File: src/sv/newton_square_root_assert.svh
// assertion macros used by the newton square root queue
`ifndef NEWTON_SQUARE_ROOT_ASSERT_SVH
`define NEWTON_SQUARE_ROOT_ASSERT_SVH

// property must hold at every rising clock edge out of reset
`define NSR_ASSERT(lbl, prop, msg) \
   lbl: assert property (@(posedge clock) disable iff (reset) prop) else $error(msg);

// condition must never be seen at a rising clock edge out of reset
`define NSR_NEVER(lbl, cond, msg) \
   lbl: assert property (@(posedge clock) disable iff (reset) !(cond)) else $error(msg);

`endif

File: src/sv/nsr_pkg.sv
// types and constants of the newton square root block
`timescale 1ns / 1ps

package nsr_pkg;

   localparam int unsigned ITERATIONS_DEFAULT = 10;

   localparam int X_W    = 32;          // signed q16.16 operand
   localparam int EST_W  = 31;          // non-negative estimate, unsigned q15.16
   localparam int FRAC_W = 16;
   localparam int SQ_W   = 2 * EST_W;   // exact square, q30.32
   localparam int DIV_W  = EST_W + 1;   // divisor 2*estimate
   localparam int QUOT_W = 34;          // quotient magnitude bits
   localparam int REM_W  = SQ_W;        // remainder magnitude bits

   localparam logic [EST_W-1:0] ONE_TENTH = EST_W'(6554);
   localparam logic [EST_W-1:0] EST_MAX   = {EST_W{1'b1}};

   localparam int QUEUE_DEPTH = 4;

   // one classified operand waiting for the iteration pipe
   typedef struct packed {
      logic             zero;   // operand at or below zero
      logic [EST_W-1:0] x;
   } item_type;

   // item state handed from one newton step to the next
   typedef struct packed {
      logic             valid;
      logic             zero;
      logic [EST_W-1:0] x;
      logic [EST_W-1:0] est;
   } est_type;

endpackage

File: src/sv/nsr_front.sv
// front end: takes operands and classifies them for the queue
`timescale 1ns / 1ps

module nsr_front (
   input  logic                     req_valid,
   output logic                     req_stall,
   input  logic [nsr_pkg::X_W-1:0]  req_x_value,
   input  logic                     queue_full,
   output logic                     push,
   output nsr_pkg::item_type        push_item
);
   import nsr_pkg::*;

   assign req_stall = queue_full;
   assign push      = req_valid && !queue_full;

   // zero or negative operand gives a zero root
   always_comb begin
      push_item.zero = req_x_value[X_W-1] || (req_x_value == '0);
      push_item.x    = req_x_value[EST_W-1:0];
   end

endmodule

File: config.mk
export PLATFORM = sky130hd
export DESIGN_NAME = nsr_front
export DESIGN_NICKNAME = d
export VERILOG_FILES = /design/src/sv/newton_square_root_assert.svh /design/src/sv/nsr_pkg.sv /design/src/sv/nsr_front.sv
export SDC_FILE = /design/constraint.sdc
export NUM_CORES = 1
export LEC_CHECK = 0
export ABC_CLOCK_PERIOD_IN_PS = 1000
export BUFFER_PORTS_ARGS = -buffer_cell sky130_fd_sc_hd__clkbuf_2
export CAP_MARGIN = 30
export CORE_AREA = 2 2 39 41
export DETAILED_ROUTE_END_ITERATION = 16
export DIE_AREA = 0 0 41 43
export PLACE_DENSITY = 0.87
export SLEW_MARGIN = 20
export SYNTH_ARGS = -nofsm -noshare
export SYNTH_HDL_FRONTEND = slang
export SYNTH_SLANG_ARGS = --single-unit
File: constraint.sdc
create_clock -name vclk -period 1
set_input_delay 0.05 -clock vclk [all_inputs]
set_output_delay 0.05 -clock vclk [all_outputs]
set_load 0.02 [all_outputs]
==> flow_metrics.py, run 1 <==
metrics = {
    "timing": {
        "rsz0062_at_grt": "no",
        "worst_slack_ns": 0.09595,
        "fmax_mhz": 1106,
        "setup_violations": 0,
        "fin_setup_tns_ns": 0,
        "period_needed_ns": 0.9041,
        "finalHoldViolations": 0,
        "layout_worst_path_cycle_share": 0.9041,
        "slew_headroom": 0.8430,
        "finalMaxSlewViolations": 0,
        "tightest_slew_ns": 0.2335,
    },
    "synth": {
        "synthAdderAreaFrac": 0,
        "synth_area_um2": 329.1,
        "synthXorXnorAreaFrac": 0,
        "synth_top_family_by_area": "buffers and inverters",
        "synth.net_count": 78,
        "synthMuxAreaShare": 0,
        "syn_inst": 44,
        "synth_area_leaders": "buf_4 (73%), nor4_1 (11%), nor4_2 (7.6%)",
        "synth_compound_area_frac": 0.02281,
        "yosysSeqAreaShare": 0,
        "yosys_warnings": 0,
        "synth.top_cell.area_share": 0.7300,
        "yosysUniqueCellTypes": 6,
        "syn_area_per_cell_um2": 7.479,
        "synth-simple-area-share": 0.2471,
        "yosysTopAreaCell": "buf_4",
    },
    "final_layout": {
        "clock_buffers": 0,
        "nFlopsAndLatches": 0,
        "seqCellArea_um2": 0,
        "n_antenna_cell": 0,
        "mostFrequentLayoutCell": "clkbuf_2",
        "nNetsFinal": 116,
        "drive_above_1_share": 0.9500,
        "flow.area_growth_from_synthesis_pct": 61.60,
        "final_cell_mix": "clkbuf_2 (63), nor4_2 (6), buf_6 (4)",
        "fillCellCount": 146,
    },
    "placement": {
        "io_buffer_count": 68,
        "dp_slack_ns": -0.004789,
        "place.gp.congestion": 0.6289,
    },
    "grt": {
        "grt_usage": 0.1029,
        "grt_pass1_vias": 365,
        "antenna_found_initial": 0,
        "grt_max_degree": 3,
        "grt-ovfl-total": 0,
        "grt_pass1_wl_um": 1393,
    },
    "floorplan": {
        "start_util": 0.2378,
        "die_area_um2": 1763,
        "core_um2": 1384,
        "chipHeight_um": 43,
        "dieWidth_um": 41,
        "io_pins": 68,
        "rows": 14,
    },
    "critical_path": {
        "criticalPathCategory": "in -> out",
        "cpPeakStageDelay_ns": 0.26,
        "start_kind": "primary input",
        "crit_required_ns": 0.95,
        "path_cells": "buf_6 -> nor4_2 -> nand4_1 -> o21bai_1 -> buf_4",
        "arrival_ns": 0.85,
        "critPathSlowestCell": "nor4_2",
        "cp-end-kind": "primary output",
        "crit_fanout": 2,
    },
    "routing": {
        "ant_nets": 0,
        "totalWireLength_um": 996,
        "drt_iter0_drc": 2,
        "firstDrtPassIters": 2,
        "routed-via-count": 410,
        "drc_errors": 0,
        "wl_per_cell_um": 10.38,
        "viasPerCell": 4.271,
    },
    "power": {
        "ir_worst_vdd_mv": 0.1998,
        "totalPowerFinal_uw": 286.2,
        "powerDensity_nw_per_um2": 538.2,
        "p_leak_uw": 0.0003055,
    },
    "hold_path": {
        "hold_class": "in -> out",
    },
    "clock_network": {
        "hold_buffers": 0,
    },
    "flow_run": {
        "drv_cap": 0,
    },
    "run_status": {
        "status": "completed",
    },
}
Yosys cell counts, drive strengths merged:
library cell  instances
o21bai                1
nand4                 2
buf                  32
nor4                  8
nor2b                 1
worst paths after layout:
check,start,to,slack [ns],depth (start not counted)
hold / removal,req_x_value[17],push_item[17],0.33,2
setup / recovery,req_x_value[4],push_item[31],0.1,5
critical path, delay by kind of cell:
family | cells | cell delay, ns
and+or+nand+nor | 2 | 0.40
buffers and inverters | 2 | 0.24
AOI/OAI and AO/OA | 1 | 0.16
metrics by stage:
step / hold slack [ns] / util / std cells / cell area, um^2
floorplan: 0.1781 / - / 44 / 329.1
CTS: 0.3322 / 0.3291 / 96 / 455.4
global placement: 0.3296 / 0.3246 / 96 / 449.2
global route: 0.3343 / 0.3843 / 96 / 531.8
finish: 0.3269 / 0.3843 / 96 / 531.8
detailed placement: 0.3322 / 0.3246 / 96 / 449.2
power by group:
group          switching, uW  internal, uW
Sequential                 0             0
Combinational            170           116
Clock                      0             0
area by class of cell:
type	instances	area, um^2	share of cell area
multi-input combinational	12	143.9	0.2706
tap	16	20.02	0.03765
timing repair buffer	68	367.9	0.6918
cell families (layout without fill, tap and decap cells):
kind of cell / count (synthesis) / in the layout
compound gates: 1 / 1
buf+inv: 32 / 68
simple gates: 11 / 11
what timing repair did:
item	CTS	global route
gates resized for setup	1	17
buffers inserted	0	0
endpoints found under the setup margin	1	1
pin swaps	0	6
layer usage:
layer	GRT usage	wire length, um	vias up
li1	-	-	196
met1	0.1108	288	182
met2	0.2125	587	32
met3	0	120	0
met4	0	0	0
met5	0	0	-
(Power assumes the default switching activity.)
==> run 2, diff against run 1 <==
==> constraint.sdc (replaced) <==
create_clock -name vclk -period 1
set_input_delay 0.05 -clock vclk [all_inputs]
set_output_delay 0.05 -clock vclk [all_outputs]
set_load 0.01 [all_outputs]
==> run 2 against run 1 <==
Compared with the run above: hold slack got worse by 0.020 ns; wire length decreased by 10%; combinational power decreased by 26%; die area unchanged; critical path depth unchanged; via count decreased by 1.7%; highest routed layer unchanged; flip-flop and latch count unchanged; cell count unchanged; utilization decreased by 3.1 points; sequential share of layout area unchanged; design area decreased by 8.0%; first-iteration DRC count unchanged.
==> flow_metrics.py, run 2 (same netlist as run 1, synthesis figures left out) <==
metrics = {
    "final_layout": {
        "nFlopsAndLatches": 0,
        "nNetsFinal": 116,
        "design_area_um2": 489.2,
        "flow.area_growth_from_synthesis_pct": 48.67,
        "clock_buffers": 0,
        "n_antenna_cell": 0,
        "seqCellArea_um2": 0,
        "mostFrequentLayoutCell": "clkbuf_2",
        "drive_above_1_share": 0.9375,
        "final_cell_mix": "clkbuf_2 (68), nor4_2 (6), nand4_1 (2)",
    },
    "routing": {
        "routed-via-count": 403,
        "ant_nets": 0,
        "viasPerCell": 4.198,
        "firstDrtPassIters": 2,
        "wl_per_cell_um": 9.333,
        "drt_iter0_drc": 2,
        "totalWireLength_um": 896,
        "drc_errors": 0,
    },
    "floorplan": {
        "io_pins": 68,
        "core_um2": 1384,
        "chipHeight_um": 43,
        "dieWidth_um": 41,
        "die_area_um2": 1763,
        "start_util": 0.2378,
        "rows": 14,
    },
    "placement": {
        "io_buffer_count": 68,
        "place_area_um2": 449.2,
        "place.gp.congestion": 0.6289,
        "dp_slack_ns": 0.03184,
    },
    "critical_path": {
        "arrival_ns": 0.84,
        "start_kind": "primary input",
        "cp-end-kind": "primary output",
        "crit_required_ns": 0.95,
        "crit_fanout": 2,
        "criticalPathCategory": "in -> out",
    },
    "timing": {
        "slew_headroom": 0.8427,
        "fin_setup_tns_ns": 0,
        "worst_hold_slack_ns": 0.3073,
        "tightest_slew_ns": 0.2340,
        "layout_worst_path_cycle_share": 0.8869,
        "finalHoldViolations": 0,
        "period_needed_ns": 0.8869,
        "worst_slack_ns": 0.1131,
        "setup_violations": 0,
        "fmax_mhz": 1128,
        "finalMaxSlewViolations": 0,
        "rsz0062_at_grt": "no",
    },
    "power": {
        "ir_worst_vdd_mv": 0.1369,
        "powerDensity_nw_per_um2": 435.2,
        "p_leak_uw": 0.0002952,
    },
    "grt": {
        "grt_max_degree": 3,
        "grt_pass1_vias": 366,
        "antenna_found_initial": 0,
        "grt_usage": 0.1019,
        "grt-ovfl-total": 0,
        "grt_pass1_wl_um": 1380,
    },
    "hold_path": {
        "hold_class": "in -> out",
    },
    "clock_network": {
        "cts_setup_buffers": 0,
        "hold_buffers": 0,
    },
    "run_status": {
        "status": "completed",
    },
    "flow_run": {
        "drv_cap": 0,
    },
}
run 2: changes by cell type in the layout (fill, tap and decap cells not counted), sizes merged:
cell | previous run | this run
buf | 5 | 0
clkbuf | 63 | 68
run 2: worst paths after layout:
check,from,endpoint,slack (ns),cells past startpoint
setup / recovery,req_x_value[18],push_item[31],0.11,5
hold / removal,queue_full,req_stall,0.31,2
run 2: area by class of cell:
class	count	area (um^2)
fill	142	894.6
timing repair buffer	68	340.3
multi-input combinational	12	128.9
tap	16	20.02
run 2: through the flow:
stage | cells | power [uW] | util
3_3_place_gp | 96 | 198.4 | 0.3246
6_report | 96 | 212.9 | 0.3535
2_1_floorplan | 44 | 144.3 | -
4_1_cts | 96 | 202.8 | 0.3246
3_5_place_dp | 96 | 202.3 | 0.3246
5_1_grt | 96 | 237.0 | 0.3535
run 2: metal layers:
layer | share of wire | wire (um) | global-route usage | vias up
li1 | - | - | - | 198
met1 | 0.30 | 265 | 0.1076 | 173
met2 | 0.57 | 509 | 0.2125 | 32
met3 | 0.13 | 120 | 0 | 0
met4 | 0 | 0 | 0 | 0
met5 | 0 | 0 | 0 | -
run 2: where the power goes:
| group | switching, uW | total (uW) | internal, uW | leakage [uW] |
|---|---|---|---|---|
| clock | 0 | 0 | 0 | 0 |
| sequential | 0 | 0 | 0 | 0 |
| combinational | 109 | 213 | 103 | 0.000295 |
run 2: what timing repair did:
action | 4_1_cts | 5_1_grt
endpoints found under the hold margin | 0 | 0
resized for setup | 0 | 6
endpoints found under the setup margin | 0 | 1
run 2: critical path: stages:
cell,delay [ns]
clkbuf_2,0.10
nor4_2,0.29
nand4_1,0.12
o21bai_1,0.14
clkbuf_2,0.14
==> run 3, diff against run 2 <==
--- a/config.mk
+++ b/config.mk
@@ -5,13 +5,15 @@
 export SDC_FILE = /design/constraint.sdc
 export NUM_CORES = 1
 export LEC_CHECK = 0
+export ABC_AREA = 1
 export ABC_CLOCK_PERIOD_IN_PS = 1000
 export BUFFER_PORTS_ARGS = -buffer_cell sky130_fd_sc_hd__clkbuf_2
 export CAP_MARGIN = 30
 export CORE_AREA = 2 2 39 41
 export DETAILED_ROUTE_END_ITERATION = 16
 export DIE_AREA = 0 0 41 43
-export PLACE_DENSITY = 0.87
+export GPL_TIMING_DRIVEN = 0
+export PLACE_DENSITY = 0.9
 export SLEW_MARGIN = 20
 export SYNTH_ARGS = -nofsm -noshare
 export SYNTH_HDL_FRONTEND = slang
==> run 3 against run 2 <==
Compared with the run above: wire length rose by 22%; worst setup slack improved by 0.10 ns; first-iteration DRC count shrank 50%; critical path depth rose by 2; critical endpoint unchanged; largest power group unchanged.
==> flow_metrics.py, run 3 <==
metrics = {
    "run_status": {
        "status": "completed",
    },
    "timing": {
        "fin_setup_tns_ns": 0,
        "finalHoldViolations": 0,
        "worst_slack_ns": 0.2179,
        "setup_violations": 0,
        "finalMaxSlewViolations": 0,
        "slew_headroom": 0.9273,
        "fmax_mhz": 1279,
        "layout_worst_path_cycle_share": 0.7821,
        "rsz0062_at_grt": "no",
        "period_needed_ns": 0.7821,
        "tightest_slew_ns": 0.1087,
        "worst_hold_slack_ns": 0.3447,
    },
    "grt": {
        "grt_max_degree": 3,
        "grt_usage": 0.1179,
        "grt-ovfl-total": 0,
        "grt_pass1_vias": 466,
        "antenna_found_initial": 0,
        "grt_pass1_wl_um": 1573,
    },
    "critical_path": {
        "criticalPathCategory": "in -> out",
        "crit_required_ns": 0.95,
        "crit_fanout": 2,
        "cp-end-kind": "primary output",
        "start_kind": "primary input",
        "startpoint": "req_x_value[23]",
        "arrival_ns": 0.73,
    },
    "floorplan": {
        "chipHeight_um": 43,
        "rows": 14,
        "core_um2": 1384,
        "start_util": 0.2667,
        "io_pins": 68,
        "dieWidth_um": 41,
        "die_area_um2": 1763,
    },
    "routing": {
        "drt_iter0_drc": 1,
        "ant_nets": 0,
        "drc_errors": 0,
        "totalWireLength_um": 1094,
        "wl_per_cell_um": 7.293,
        "routed-via-count": 583,
        "firstDrtPassIters": 4,
        "viasPerCell": 3.887,
    },
    "final_layout": {
        "n_antenna_cell": 0,
        "final_cell_mix": "clkbuf_2 (68), buf_4 (32), nor2_1 (21)",
        "multi_input_area_um2": 121.4,
        "flow.area_growth_from_synthesis_pct": 97.63,
        "nFlopsAndLatches": 0,
        "clock_buffers": 0,
        "seqCellArea_um2": 0,
        "drive_above_1_share": 0.7463,
        "fillCellCount": 134,
        "nNetsFinal": 170,
        "mostFrequentLayoutCell": "clkbuf_2",
    },
    "clock_network": {
        "hold_buffers": 0,
        "cts_setup_buffers": 0,
        "post_cts_resize_count": 0,
    },
    "hold_path": {
        "hold_class": "in -> out",
        "min_from": "queue_full",
    },
    "placement": {
        "dp_slack_ns": 0.2024,
        "place.gp.congestion": 0.6815,
        "io_buffer_count": 68,
        "dpl.hpwl_um": 1094,
    },
    "synth": {
        "ys_top_cells_by_count": "buf_4 (32), nor2_1 (21), nand2_1 (10)",
        "yosysTopAreaCell": "buf_4",
        "synth_most_common_cell": "buf_4",
        "syn_area_per_cell_um2": 5.592,
        "yosysSeqAreaShare": 0,
        "yosys_warnings": 0,
        "synth_area_leaders": "buf_4 (65%), nor2_1 (21%), nand2_1 (10%)",
        "synth.net_count": 100,
        "syn_inst": 66,
        "yosysUniqueCellTypes": 5,
        "synth_area_um2": 369.1,
        "synth.top_cell.area_share": 0.6508,
    },
    "power": {
        "ir_worst_vdd_mv": 0.1855,
        "powerDensity_nw_per_um2": 413.2,
        "p_leak_uw": 0.0004889,
    },
    "flow_run": {
        "drv_cap": 0,
    },
}
==> run 3: cell count changes after synthesis <==
| cell | before | now |
|---|---|---|
| nor2b_1 | 1 | 0 |
| nand2_1 | 0 | 10 |
| inv_1 | 0 | 2 |
| o21bai_1 | 1 | 0 |
| nor2_1 | 0 | 21 |
| o21ai_1 | 0 | 1 |
| nor4_1 | 6 | 0 |
| nor4_2 | 2 | 0 |
| nand4_1 | 2 | 0 |
==> run 3: through the flow <==
stage | instance area, um^2 | utilization | total power, uW | std cells
floorplan | 369.1 | - | 155.7 | 66
global placement | 729.5 | 0.5271 | 296.1 | 150
detailed placement | 729.5 | 0.5271 | 305.5 | 150
CTS | 729.5 | 0.5271 | 306.3 | 150
global route | 729.5 | 0.5271 | 333.7 | 150
finish | 729.5 | 0.5271 | 301.4 | 150
==> run 3: layer usage <==
metal / vias to the layer above / global-route usage / wire length, um
met2: 34 / 0.2688 / 673
li1: 307 / - / -
met1: 242 / 0.1013 / 301
met5: - / 0 / 0
met3: 0 / 0 / 119
met4: 0 / 0 / 0
==> run 3: worst paths after layout <==
kind	end	slack, ns	cells past startpoint
min	push	0.34	3
max	push_item[31]	0.22	7
==> run 3: logic make-up after synthesis <==
kind of cell	synth area share
compound gates	0.01355
simple gates	0.3153
buf+inv	0.6712
==> run 3: final cells by class <==
| type | count | area share |
|---|---|---|
| buffer | 32 | 0.3293 |
| timing repair buffer | 68 | 0.4666 |
| tap | 16 | 0.02744 |
| multi-input combinational | 32 | 0.1664 |
| inverter | 2 | 0.01029 |
==> run 3: critical path, stage by stage <==
cell and delay, ns:
clkbuf_2 0.09, nor2_1 0.10, nand2_1 0.05, nor2_1 0.12, nand2_1 0.06, o21ai_1 0.11
clkbuf_2 0.15
==> run 3: where the power goes <==
group          total, uW  leakage [uW]  internal, uW  switching, uW
clock                  0             0             0              0
combinational        301      0.000489           180            121
sequential             0             0             0              0
