## config.mk

```make
export PLATFORM = sky130hd
export DESIGN_NAME = nsr_queue
export DESIGN_NICKNAME = d
export VERILOG_FILES = /design/src/sv/nsr_pkg.sv /design/src/sv/nsr_queue.sv
export VERILOG_INCLUDE_DIRS = /design/src /design/src/sv
export SDC_FILE = /design/constraint.sdc
export NUM_CORES = 1
export LEC_CHECK = 0
export BUFFER_PORTS_ARGS = -buffer_cell sky130_fd_sc_hd__buf_2
export CORE_ASPECT_RATIO = 0.5
export CORE_MARGIN = 4
export CORE_UTILIZATION = 56
export DETAILED_ROUTE_END_ITERATION = 8
export GPL_TIMING_DRIVEN = 1
export PLACE_DENSITY = 0.78
export SLEW_MARGIN = 5
export SYNTH_ARGS = -nofsm -noshare
export SYNTH_HDL_FRONTEND = slang
export SYNTH_SLANG_ARGS = --single-unit
```

## constraint.sdc

```tcl
create_clock -name clock -period 2.3 [get_ports clock]
set_input_delay 0.23 -clock clock [delete_from_list [all_inputs] [get_ports clock]]
set_output_delay 0.23 -clock clock [all_outputs]
set_load 0.1 [all_outputs]
```

## src/sv/newton_square_root_assert.svh

```systemverilog
// assertion macros used by the newton square root queue
`ifndef NEWTON_SQUARE_ROOT_ASSERT_SVH
`define NEWTON_SQUARE_ROOT_ASSERT_SVH

// property must hold at every rising clock edge out of reset
`define NSR_ASSERT(lbl, prop, msg) \
   lbl: assert property (@(posedge clock) disable iff (reset) prop) else $error(msg);

// condition must never be seen at a rising clock edge out of reset
`define NSR_NEVER(lbl, cond, msg) \
   lbl: assert property (@(posedge clock) disable iff (reset) !(cond)) else $error(msg);

`endif

```

## src/sv/nsr_pkg.sv

```systemverilog
// types and constants of the newton square root block
`timescale 1ns / 1ps

package nsr_pkg;

   localparam int unsigned ITERATIONS_DEFAULT = 10;

   localparam int X_W    = 32;          // signed q16.16 operand
   localparam int EST_W  = 31;          // non-negative estimate, unsigned q15.16
   localparam int FRAC_W = 16;
   localparam int SQ_W   = 2 * EST_W;   // exact square, q30.32
   localparam int DIV_W  = EST_W + 1;   // divisor 2*estimate
   localparam int QUOT_W = 34;          // quotient magnitude bits
   localparam int REM_W  = SQ_W;        // remainder magnitude bits

   localparam logic [EST_W-1:0] ONE_TENTH = EST_W'(6554);
   localparam logic [EST_W-1:0] EST_MAX   = {EST_W{1'b1}};

   localparam int QUEUE_DEPTH = 4;

   // one classified operand waiting for the iteration pipe
   typedef struct packed {
      logic             zero;   // operand at or below zero
      logic [EST_W-1:0] x;
   } item_type;

   // item state handed from one newton step to the next
   typedef struct packed {
      logic             valid;
      logic             zero;
      logic [EST_W-1:0] x;
      logic [EST_W-1:0] est;
   } est_type;

endpackage

```

## src/sv/nsr_queue.sv

```systemverilog
// small queue between the front end and the iteration pipe
`timescale 1ns / 1ps
`include "newton_square_root_assert.svh"

module nsr_queue (
   input  logic              clock,
   input  logic              reset,
   input  logic              push,
   input  nsr_pkg::item_type push_item,
   input  logic              pop,
   output nsr_pkg::item_type head_item,
   output logic              empty,
   output logic              full
);
   import nsr_pkg::*;

   localparam int PTR_W = (QUEUE_DEPTH > 1) ? $clog2(QUEUE_DEPTH) : 1;
   localparam int CNT_W = $clog2(QUEUE_DEPTH + 1);

   item_type         slot_ff [QUEUE_DEPTH];
   logic [PTR_W-1:0] wr_ff, wr_in, rd_ff, rd_in;
   logic [CNT_W-1:0] count_ff, count_in;

   always_comb begin
      wr_in = wr_ff;
      rd_in = rd_ff;
      if (push) begin
         wr_in = (wr_ff == PTR_W'(QUEUE_DEPTH - 1)) ? '0 : wr_ff + 1'b1;
      end
      if (pop) begin
         rd_in = (rd_ff == PTR_W'(QUEUE_DEPTH - 1)) ? '0 : rd_ff + 1'b1;
      end
      count_in = count_ff + CNT_W'(push) - CNT_W'(pop);
   end

   always_ff @(posedge clock) begin
      if (reset) begin
         wr_ff    <= '0;
         rd_ff    <= '0;
         count_ff <= '0;
      end else begin
         wr_ff    <= wr_in;
         rd_ff    <= rd_in;
         count_ff <= count_in;
      end
   end

   always_ff @(posedge clock) begin
      if (push) begin
         slot_ff[wr_ff] <= push_item;
      end
   end

   assign head_item = slot_ff[rd_ff];
   assign empty     = (count_ff == '0);
   assign full      = (count_ff == CNT_W'(QUEUE_DEPTH));

   `NSR_ASSERT(a_push_room, push |-> !full, "push into a full queue")
   `NSR_ASSERT(a_pop_data, pop |-> !empty, "pop from an empty queue")
   `NSR_ASSERT(a_count_up, (push && !pop) |=> (count_ff == $past(count_ff) + 1'b1), "count lost a push")
   `NSR_NEVER(a_count_range, count_ff > CNT_W'(QUEUE_DEPTH), "queue count out of range")

endmodule

```

==> impl_metrics.ini, run 1 <==
[clock_tree]
cts_tree = yes
postCtsResizedCells = 0
cts_max_level = 4
root_buffer = clkbuf_16
hold_buffers = 0
numCtsBuffers = 17
cts_setup_buffers = 0
clk_latency_ps = 410
clockBufferDepth = 2
clkSinkCount = 137
clk_pin_slew_ps = 60

[pwr]
share_comb_of_total_power_pct = 16.3
power.leakage_nw = 2.204
clkPwrFrac_pct = 40.8
irDropWorstVdd_v = 0.0007639
p_sw_mw = 1.851
power_density_mw_per_mm2 = 1080
power_frac_seq_pct = 42.8
p_total_mw = 6.762
switching_share_pct = 27.37
intPower_mw = 4.911

[run]
cap_viol_max_count = 0

[floorplanning]
num_rows = 24
die_h_um = 75.56
die_x_um = 143.1
dieArea_mm2 = 0.01081
start_util_pct = 58.11
coreArea_mm2 = 0.008798
io_pins = 70

[yosys]
synthTopCellsByCount = edfxtp_1, mux4_2, dfxtp_1, ha_1, inv_1
synth_top_area_share_pct = 75.18
yosys_most_used_dff = edfxtp_1
syn-mean-instance-area_um2 = 24.34
synth.most_common_cell = edfxtp_1
synth_seq_cells = 137
asyncSetResetFlopFracSynth_pct = 0
syn_nets = 254
yosysTopAreaCell = edfxtp_1
ys_types = 20
syn-cell-area_mm2 = 0.005112
synth_seq_area_share_pct = 78.71
synth_area_leaders = edfxtp_1, mux4_2, dfxtp_1
yosys_warnings = 0
synth_edf_count = 128
syn_inst = 210

[worst_setup_path]
crit_arrival_ps = 1910
worstPathMaxFanout = 11
worst-path-buf-inv = 2
r2r_cells = 7
slowest_stage = mux4_1
endpoint_kind = output port
required_ps = 2070
crit_family = multiplexers
worstSetupPathDepth = 3
crit_chain = buf_4, mux4_1, buf_2
cp-start-kind = flip-flop
critPathMaxStageDelay_ps = 570
critPathKind = reg -> out

[finish]
fillers = 507
diodes = 0
fin_nets = 344
regArea_mm2 = 0.004026
drive_gt1_share_pct = 46.01
multi_input_area_um2 = 989.7
areaGrowthSynthToFinish_pct = 22.42

[routing]
wl_um = 8617
route.detailed.wl_per_inst_um = 20.04
routed-via-count = 2369
first_iter_violations = 116
vias_per_cell = 5.509
first_pass_iters = 4
antenna_left = 0
drt_drc_violations_left = 0

[timing]
slew_viol_final = 0
finalCriticalPeriod_ps = 2139
finalCritPeriodShare_pct = 93.00
skew_ps = 6.369
rsz0062_at_grt = false
setup_violations = 0
hold_viol_final = 0
worstMarginPinSlew_ps = 549.5
slew_headroom_pct = 63.36
clock.fmax_mhz = 467.5
fin_setup_tns_ps = 0

[hold_path]
hold_depth = 1
hold_path_class = in -> reg

[global_routing]
grt_pass1_vias = 2498
overflow = 0
grt.total_usage_pct = 17.55
grt_pass1_wl_um = 13220
antenna_found_initial = 0
grt_max_degree = 22

[placed_design]
routabilityCongestion = 0.6395
io_buffers = 69
hpwlAfterDp_um = 5439

[run_status]
outcome = finished, final reports clean
==> power by group through the flow <==
| stage | clock network (mW) | registers [mW] | logic (mW) |
|---|---|---|---|
| 2_1_floorplan | 0 | 2.93 | 0.934 |
| 3_3_place_gp | 0 | 2.94 | 1.10 |
| 3_5_place_dp | 0 | 2.95 | 1.12 |
| 4_1_cts | 2.80 | 2.90 | 1.12 |
| 5_1_grt | 2.92 | 2.91 | 1.15 |
| 6_report | 2.76 | 2.90 | 1.11 |
==> area by class of cell <==
class,count,area share [%]
clock buffers,19,6.917
clock inverters,13,2.839
inverters,6,0.3599
multi-input cells,60,15.81
flip-flops and latches,137,64.33
well taps,117,2.339
repair buffers,78,7.397
==> path summary, 6_finish.rpt <==
| check | startpoint | endpoint | slack [ps] |
|---|---|---|---|
| max reg2reg | count_ff[0] | count_ff[2] | 550 |
| min | push_item[1] | slot_ff[1][1] | 30 |
| min reg2reg | rd_ff[0] | flip-flop | 550 |
| max | flip-flop | head_item[22] | 160 |
==> registers in the layout, indices dropped and copies added, names as in the netlist, named ones only <==
name,flops
wr_ff,2
slot_ff,128
count_ff,3
rd_ff,2
==> stage by stage <==
step                      cell area [um2]  hold WS, ps  setup WS (ps)  instances  utilization [%]
after floorplan                      5117        299.1          522.0        210                -
after global placement               5648        438.8          580.8        398            64.19
after detailed placement             5648        447.6          530.3        398            64.19
after CTS                            6259        13.76          127.2        430            71.13
after global routing                 6259        17.74          70.00        430            71.13
final                                6259        33.76          160.9        430            71.13
==> worst reg2reg max path, stage by stage, from the launching register on <==
cell and delay [ps]:
dfxtp_1 340, inv_1 60, ha_1 270, inv_1 40, ha_1 180, fa_1 360, xor3_1 370, nor2_1 40
==> per-layer routing <==
layer / GRT usage [%] / part of all wire [%]
met1: 20.30 / 40
met2: 29.68 / 53
met3: 6.834 / 5.2
met4: 8.535 / 1.0
met5: 0 / 0
==> placed cells by master, fill, tap and decap left out, types with 2 or more instances in the layout <==
cell type,instances
or3b_2,2
inv_1,6
a21oi_1,2
dfxtp_2,2
mux4_1,2
clkinv_4,3
nor2b_1,2
dfxtp_1,7
ha_1,7
buf_12,4
clkinvlp_4,2
mux2i_1,2
clkbuf_16,17
buf_4,5
mux4_2,30
and2_2,4
clkinv_1,3
nand2b_1,2
bufinv_16,4
buf_2,69
clkbuf_1,2
edfxtp_1,128
nor2_1,3
==> cell families (layout without fill, tap and decap cells) <==
kind of cell    Yosys count  count (layout)  share of synthesized area, %
compound gates            2               2                        0.1958
xor+xnor                  1               1                        0.4649
fa+ha+maj                 8               8                         2.105
buf+inv                  13             116                         2.129
mux                      34              34                         14.64
flops                   137             137                         78.71
simple gates             15              15                         1.762
Power figures use the tool's default switching activity.
==> inputs of run 2 (changes only) <==
Settings changed: ABC_AREA set to 1, BUFFER_PORTS_ARGS -buffer_cell sky130_fd_sc_hd__buf_2 to not set, CORE_UTILIZATION 56 to 63, DONT_BUFFER_PORTS set to 1, PLACE_DENSITY 0.78 to 0.79.
==> run 2 against run 1 <==
  * First-iteration DRC count rose to 3.1 times the previous value
  * Via count rose by 49%
  * Critical endpoint unchanged
  * Sequential share of layout area fell by 4.6 points
  * Critical path depth rose by 2
  * Worst setup slack improved by 1.5 ps
  * Core utilization rose by 11 points
  * Critical path type unchanged
  * Largest cell class unchanged
  * Non-clock buffer count did not move
  * Clock skew rose by 1.0 ps
==> impl_metrics.ini, run 2 <==
[global_routing]
grt_pass1_wl_um = 17950
grt.total_usage_pct = 23.29
overflow = 0
antenna_found_initial = 0
grt_pass1_vias = 3554
grt_max_degree = 73

[floorplanning]
die_x_um = 140.5
io_pins = 70
die_h_um = 74.25
dieArea_mm2 = 0.01043
num_rows = 23
coreArea_mm2 = 0.008259
start_util_pct = 66.94

[worst_setup_path]
endpoint_kind = output port
r2r_slack_ps = 530
required_ps = 2070
cp-start-kind = flip-flop
critPathKind = reg -> out
crit_arrival_ps = 1910
worstPathMaxFanout = 72

[placed_design]
routabilityCongestion = 0.7233
pre_cts_slack_ps = 527.3
io_buffers = 0
hpwlAfterDp_um = 6280

[clock_tree]
clk_latency_ps = 400
numCtsBuffers = 17
clockBufferDepth = 2
root_buffer = clkbuf_16
clk_pin_slew_ps = 60
cts_max_level = 4
clkSinkCount = 137
cts_tree = yes

[timing]
finalCriticalPeriod_ps = 2138
slew_viol_final = 0
setup_slack_ps = 162.5
rsz0062_at_grt = false
clock.fmax_mhz = 467.8
hold_viol_final = 0
skew_ps = 7.390
setup_violations = 0
fin_setup_tns_ps = 0
finalCritPeriodShare_pct = 92.94
slew_headroom_pct = 66.75
worstMarginPinSlew_ps = 498.8

[routing]
met1_length_um = 4464
drt_drc_violations_left = 0
routed-via-count = 3531
first_pass_iters = 5
met2_length_um = 6108
antenna_left = 0
vias_per_cell = 5.596
wl_um = 11710
first_iter_violations = 362
met3WireLength_um = 808
route.detailed.wl_per_inst_um = 18.56
dr.max_layer_used = met4

[finish]
fillers = 417
multi_input_area_mm2 = 0.001033
final_cell_mix = edfxtp_1, inv_1, nand2_1
layout_commonest_cell = edfxtp_1
areaGrowthSynthToFinish_pct = 22.11
diodes = 0
regArea_mm2 = 0.004031
fin_nets = 551
largest_reg_flops = 128
top_regs = slot_ff: 128 flops, count_ff: 3 flops
drive_gt1_share_pct = 14.64
top_register = slot_ff

[yosys]
synth_area_leaders = edfxtp_1, inv_1, nand2_1
synthTopCellsByCount = edfxtp_1, inv_1, nand2_1, a21oi_1, o211ai_1
synth_top_area_share_pct = 69.52
synth_seq_cells = 137
synth_seq_area_share_pct = 72.78
asyncSetResetFlopFracSynth_pct = 0
yosys_most_used_dff = edfxtp_1
syn_inst = 432
ys_types = 18
syn_nets = 476
synth_edf_count = 128
synth.most_common_cell = edfxtp_1
yosys_warnings = 0
syn-cell-area_mm2 = 0.005529
syn-mean-instance-area_um2 = 12.80
yosysTopAreaCell = edfxtp_1

[pwr]
irDropWorstVdd_v = 0.0007235
power.leakage_nw = 2.663
power_density_mw_per_mm2 = 1002

[run_status]
outcome = finished, final reports clean

[run]
cap_viol_max_count = 0

[hold_path]
hold_path_class = in -> reg
==> run 2: changes by cell type after synthesis, moves of 25 or more <==
cell,delta
o211ai_1,+32
a21oi_1,+33
o21ai_0,+25
inv_1,+73
mux4_2,-30
nand2_1,+73
==> run 2: what timing repair did <==
| item | CTS | global route |
|---|---|---|
| gates resized for setup | 0 | 1 |
| hold buffers | 35 | 0 |
| endpoints found under the setup margin | 0 | 2 |
| hold endpoints to repair | 135 | 0 |
| buffers inserted | 0 | 1 |
==> run 2: worst max-delay path, stage by stage, from the launching register on <==
cell and delay (ps):
dfxtp_4 500, buf_12 310, a21oi_1 140, o21ai_0 140, nand2_1 140, buf_4 260
==> run 2: layer usage <==
layer | vias up | track usage, %
met5 | - | 0
met4 | 0 | 11.60
met3 | 37 | 6.037
met2 | 172 | 42.74
met1 | 1688 | 26.07
li1 | 1634 | -
==> run 2: cell type report <==
type / instances / area share (%)
flip-flops and latches: 137 / 59.71
clock buffers: 17 / 6.301
clock inverters: 14 / 1.631
repair buffers: 78 / 10.58
inverters: 79 / 4.392
multi-input cells: 194 / 15.31
well taps: 112 / 2.076
==> run 2: final timing paths <==
| kind | startpoint | end | cells past startpoint |
|---|---|---|---|
| worst max-delay path | flip-flop | head_item[22] | 5 |
| worst min-delay path | push | wr_ff[0] | 2 |
| worst min register to register | rd_ff[0] | flip-flop | 2 |
| worst max register to register | count_ff[0] | count_ff[2] | 7 |
==> run 2: where the power goes <==
group,internal [mW],switching (mW)
clock,1.46,0.972
combinational,0.303,1.09
sequential,2.86,0.0751
total,4.63,2.14
==> run 2: cell families after synthesis <==
family | synth area share, %
flops | 72.78
buf+inv | 8.780
compound gates | 10.50
simple gates | 5.838
fa+ha+maj | 1.946
xor+xnor | 0.1584
==> run 2: stage by stage <==
step	util, %	cell area, um2	power, mW	instances	hold WS (ps)
2_1_floorplan	-	5534	4.026	432	301.2
3_3_place_gp	70.85	5852	4.238	564	304.2
3_5_place_dp	70.85	5852	4.290	564	304.6
4_1_cts	81.58	6738	6.761	630	24.94
5_1_grt	81.75	6751	6.993	631	30.26
6_report	81.75	6751	6.768	631	39.30
==> inputs of run 3 (changes only) <==
Clock period 2.3 ns to 2 ns, I/O delays scaled along.
==> run 3 against run 2 <==
  * Cell count increased by 0.16%
  * Total power increased by 19%
  * Hold slack gained 16 ps
  * Critical path depth unchanged
  * Highest routed layer unchanged
  * Sequential share of layout area shrank 2.5 points
  * Clock power is 21% higher
  * Largest cell class unchanged
  * Non-clock buffer count shrank 1
  * Sequential power is 14% higher
  * Largest power group unchanged
  * Combinational power is 29% higher
==> impl_metrics.ini, run 3 (synthesized netlist as in run 2, its figures left out) <==
[worst_setup_path]
cp-start-kind = flip-flop
r2r_slack_ps = 260
crit_chain = buf_12, a21oi_1, o21ai_0, nand2_1, buf_4
worstPathMaxFanout = 58
endpoint_kind = output port
reg2reg_to = count_ff[2]
crit_arrival_ps = 1650
r2r_cells = 7
timing.rr.start = count_ff[0]
critPathMaxStageDelay_ps = 360
crit_family = buffers and inverters
critPathKind = reg -> out
worst-path-buf-inv = 2
slowest_stage = dfxtp_4
required_ps = 1800

[timing]
finalCritPeriodShare_pct = 92.71
slew_headroom_pct = 79.86
hold-worst-slack_ps = 55.32
skew_ps = 13.38
hold_viol_final = 0
setup_violations = 0
clock.fmax_mhz = 539.3
finalCriticalPeriod_ps = 1854
slew_viol_final = 0
worstMarginPinSlew_ps = 302.1
rsz0062_at_grt = false
fin_setup_tns_ps = 0

[hold_path]
hold_path_class = in -> reg
min_from = push
holdPathEnd = wr_ff[0]
hold_depth = 3

[global_routing]
antenna_found_initial = 1
overflow = 0
grt_max_degree = 71
grt.total_usage_pct = 22.25
grt_pass1_wl_um = 17040
grt_pass1_vias = 3434

[placed_design]
routabilityCongestion = 0.7816
io_buffers = 0
hpwlAfterDp_um = 5969

[floorplanning]
die_x_um = 140.5
die_h_um = 74.25
dieArea_mm2 = 0.01043
io_pins = 70
start_util_pct = 66.94
coreArea_mm2 = 0.008259
num_rows = 23

[finish]
largest_reg_flops = 128
drive_gt1_share_pct = 13.49
final_cell_mix = edfxtp_1, inv_1, nand2_1
fin_nets = 550
top_regs = slot_ff: 128 flops, count_ff: 3 flops
areaGrowthSynthToFinish_pct = 27.38
top_register = slot_ff
fillers = 370
layout_commonest_cell = edfxtp_1

[clock_tree]
clk_pin_slew_ps = 50
numCtsBuffers = 17
cts_setup_buffers = 0
clockBufferDepth = 2
cts_tree = yes
cts_max_level = 4
root_buffer = clkbuf_16
postCtsResizedCells = 0
clk_latency_ps = 410
clkSinkCount = 137

[routing]
drt_drc_violations_left = 0
vias_per_cell = 5.370
antenna_left = 0
wl_um = 10890
first_pass_iters = 5
route.detailed.wl_per_inst_um = 17.23
first_iter_violations = 251
routed-via-count = 3394

[pwr]
p_total_mw = 8.083
irDropWorstVdd_v = 0.001195
power_density_mw_per_mm2 = 1148
power.leakage_nw = 2.774

[run]
cap_viol_max_count = 0

[run_status]
outcome = finished, final reports clean
==> run 3: area by class of cell <==
class                   count  area [um2]  share of cell area, %
multi-input cells         194        1033                  14.67
inverters                  79       296.5                  4.210
clock inverters             3       40.04                 0.5685
repair buffers             77       980.9                  13.93
well taps                 112       140.1                  1.990
flip-flops and latches    137        4029                  57.20
diodes                      1       2.502                0.03553
clock buffers              29       520.5                  7.390
==> run 3: how the worst max path moves through the flow <==
stage	startpoint	to	slack [ps]	cells after the start
3_5_place_dp	count_ff[0]	count_ff[2]	290	7
2_1_floorplan	count_ff[1]	full	70	3
6_report	flip-flop	head_item[16]	150	5
3_3_place_gp	count_ff[0]	count_ff[2]	430	7
4_1_cts	flip-flop	head_item[16]	130	5
5_1_grt	flip-flop	head_item[26]	50	5
==> run 3: metrics by stage <==
step	instances	utilization, %	area, um2	worst slack, ps
final	632	85.28	7043	145.7
after global routing	632	85.28	7043	53.29
after CTS	631	85.24	7041	132.2
after detailed placement	563	74.09	6120	291.3
after global placement	563	74.09	6120	430.4
after floorplan	432	-	5534	65.98
==> run 3: where the power goes <==
group          leakage (nW)  switching (mW)  internal [mW]  total, mW
registers              1.25          0.0621           3.29       3.36
clock network         0.276            1.06           1.87       2.93
logic                  1.25            1.29          0.504       1.80
==> run 3: timing repair <==
item / in CTS / in global routing
setup endpoints to repair: 0 / 0
hold buffers: 36 / 0
hold endpoints to repair: 137 / 0
==> run 3: worst reg2reg max path, stage by stage, from the launching register on <==
cell and delay (ps):
dfxtp_1 440, inv_1 90, ha_1 280, inv_1 50, ha_1 200, fa_1 390
a21oi_1 130, nor2_1 60
==> run 3: metal layers <==
metal  vias up  global-route usage [%]  part of all wire (%)
met5         -                       0                     0
met4         0                   9.345                   2.0
met3        18                   7.579                   6.7
met2       123                   41.10                    53
met1      1617                   24.17                    38
li1       1636                       -                     -
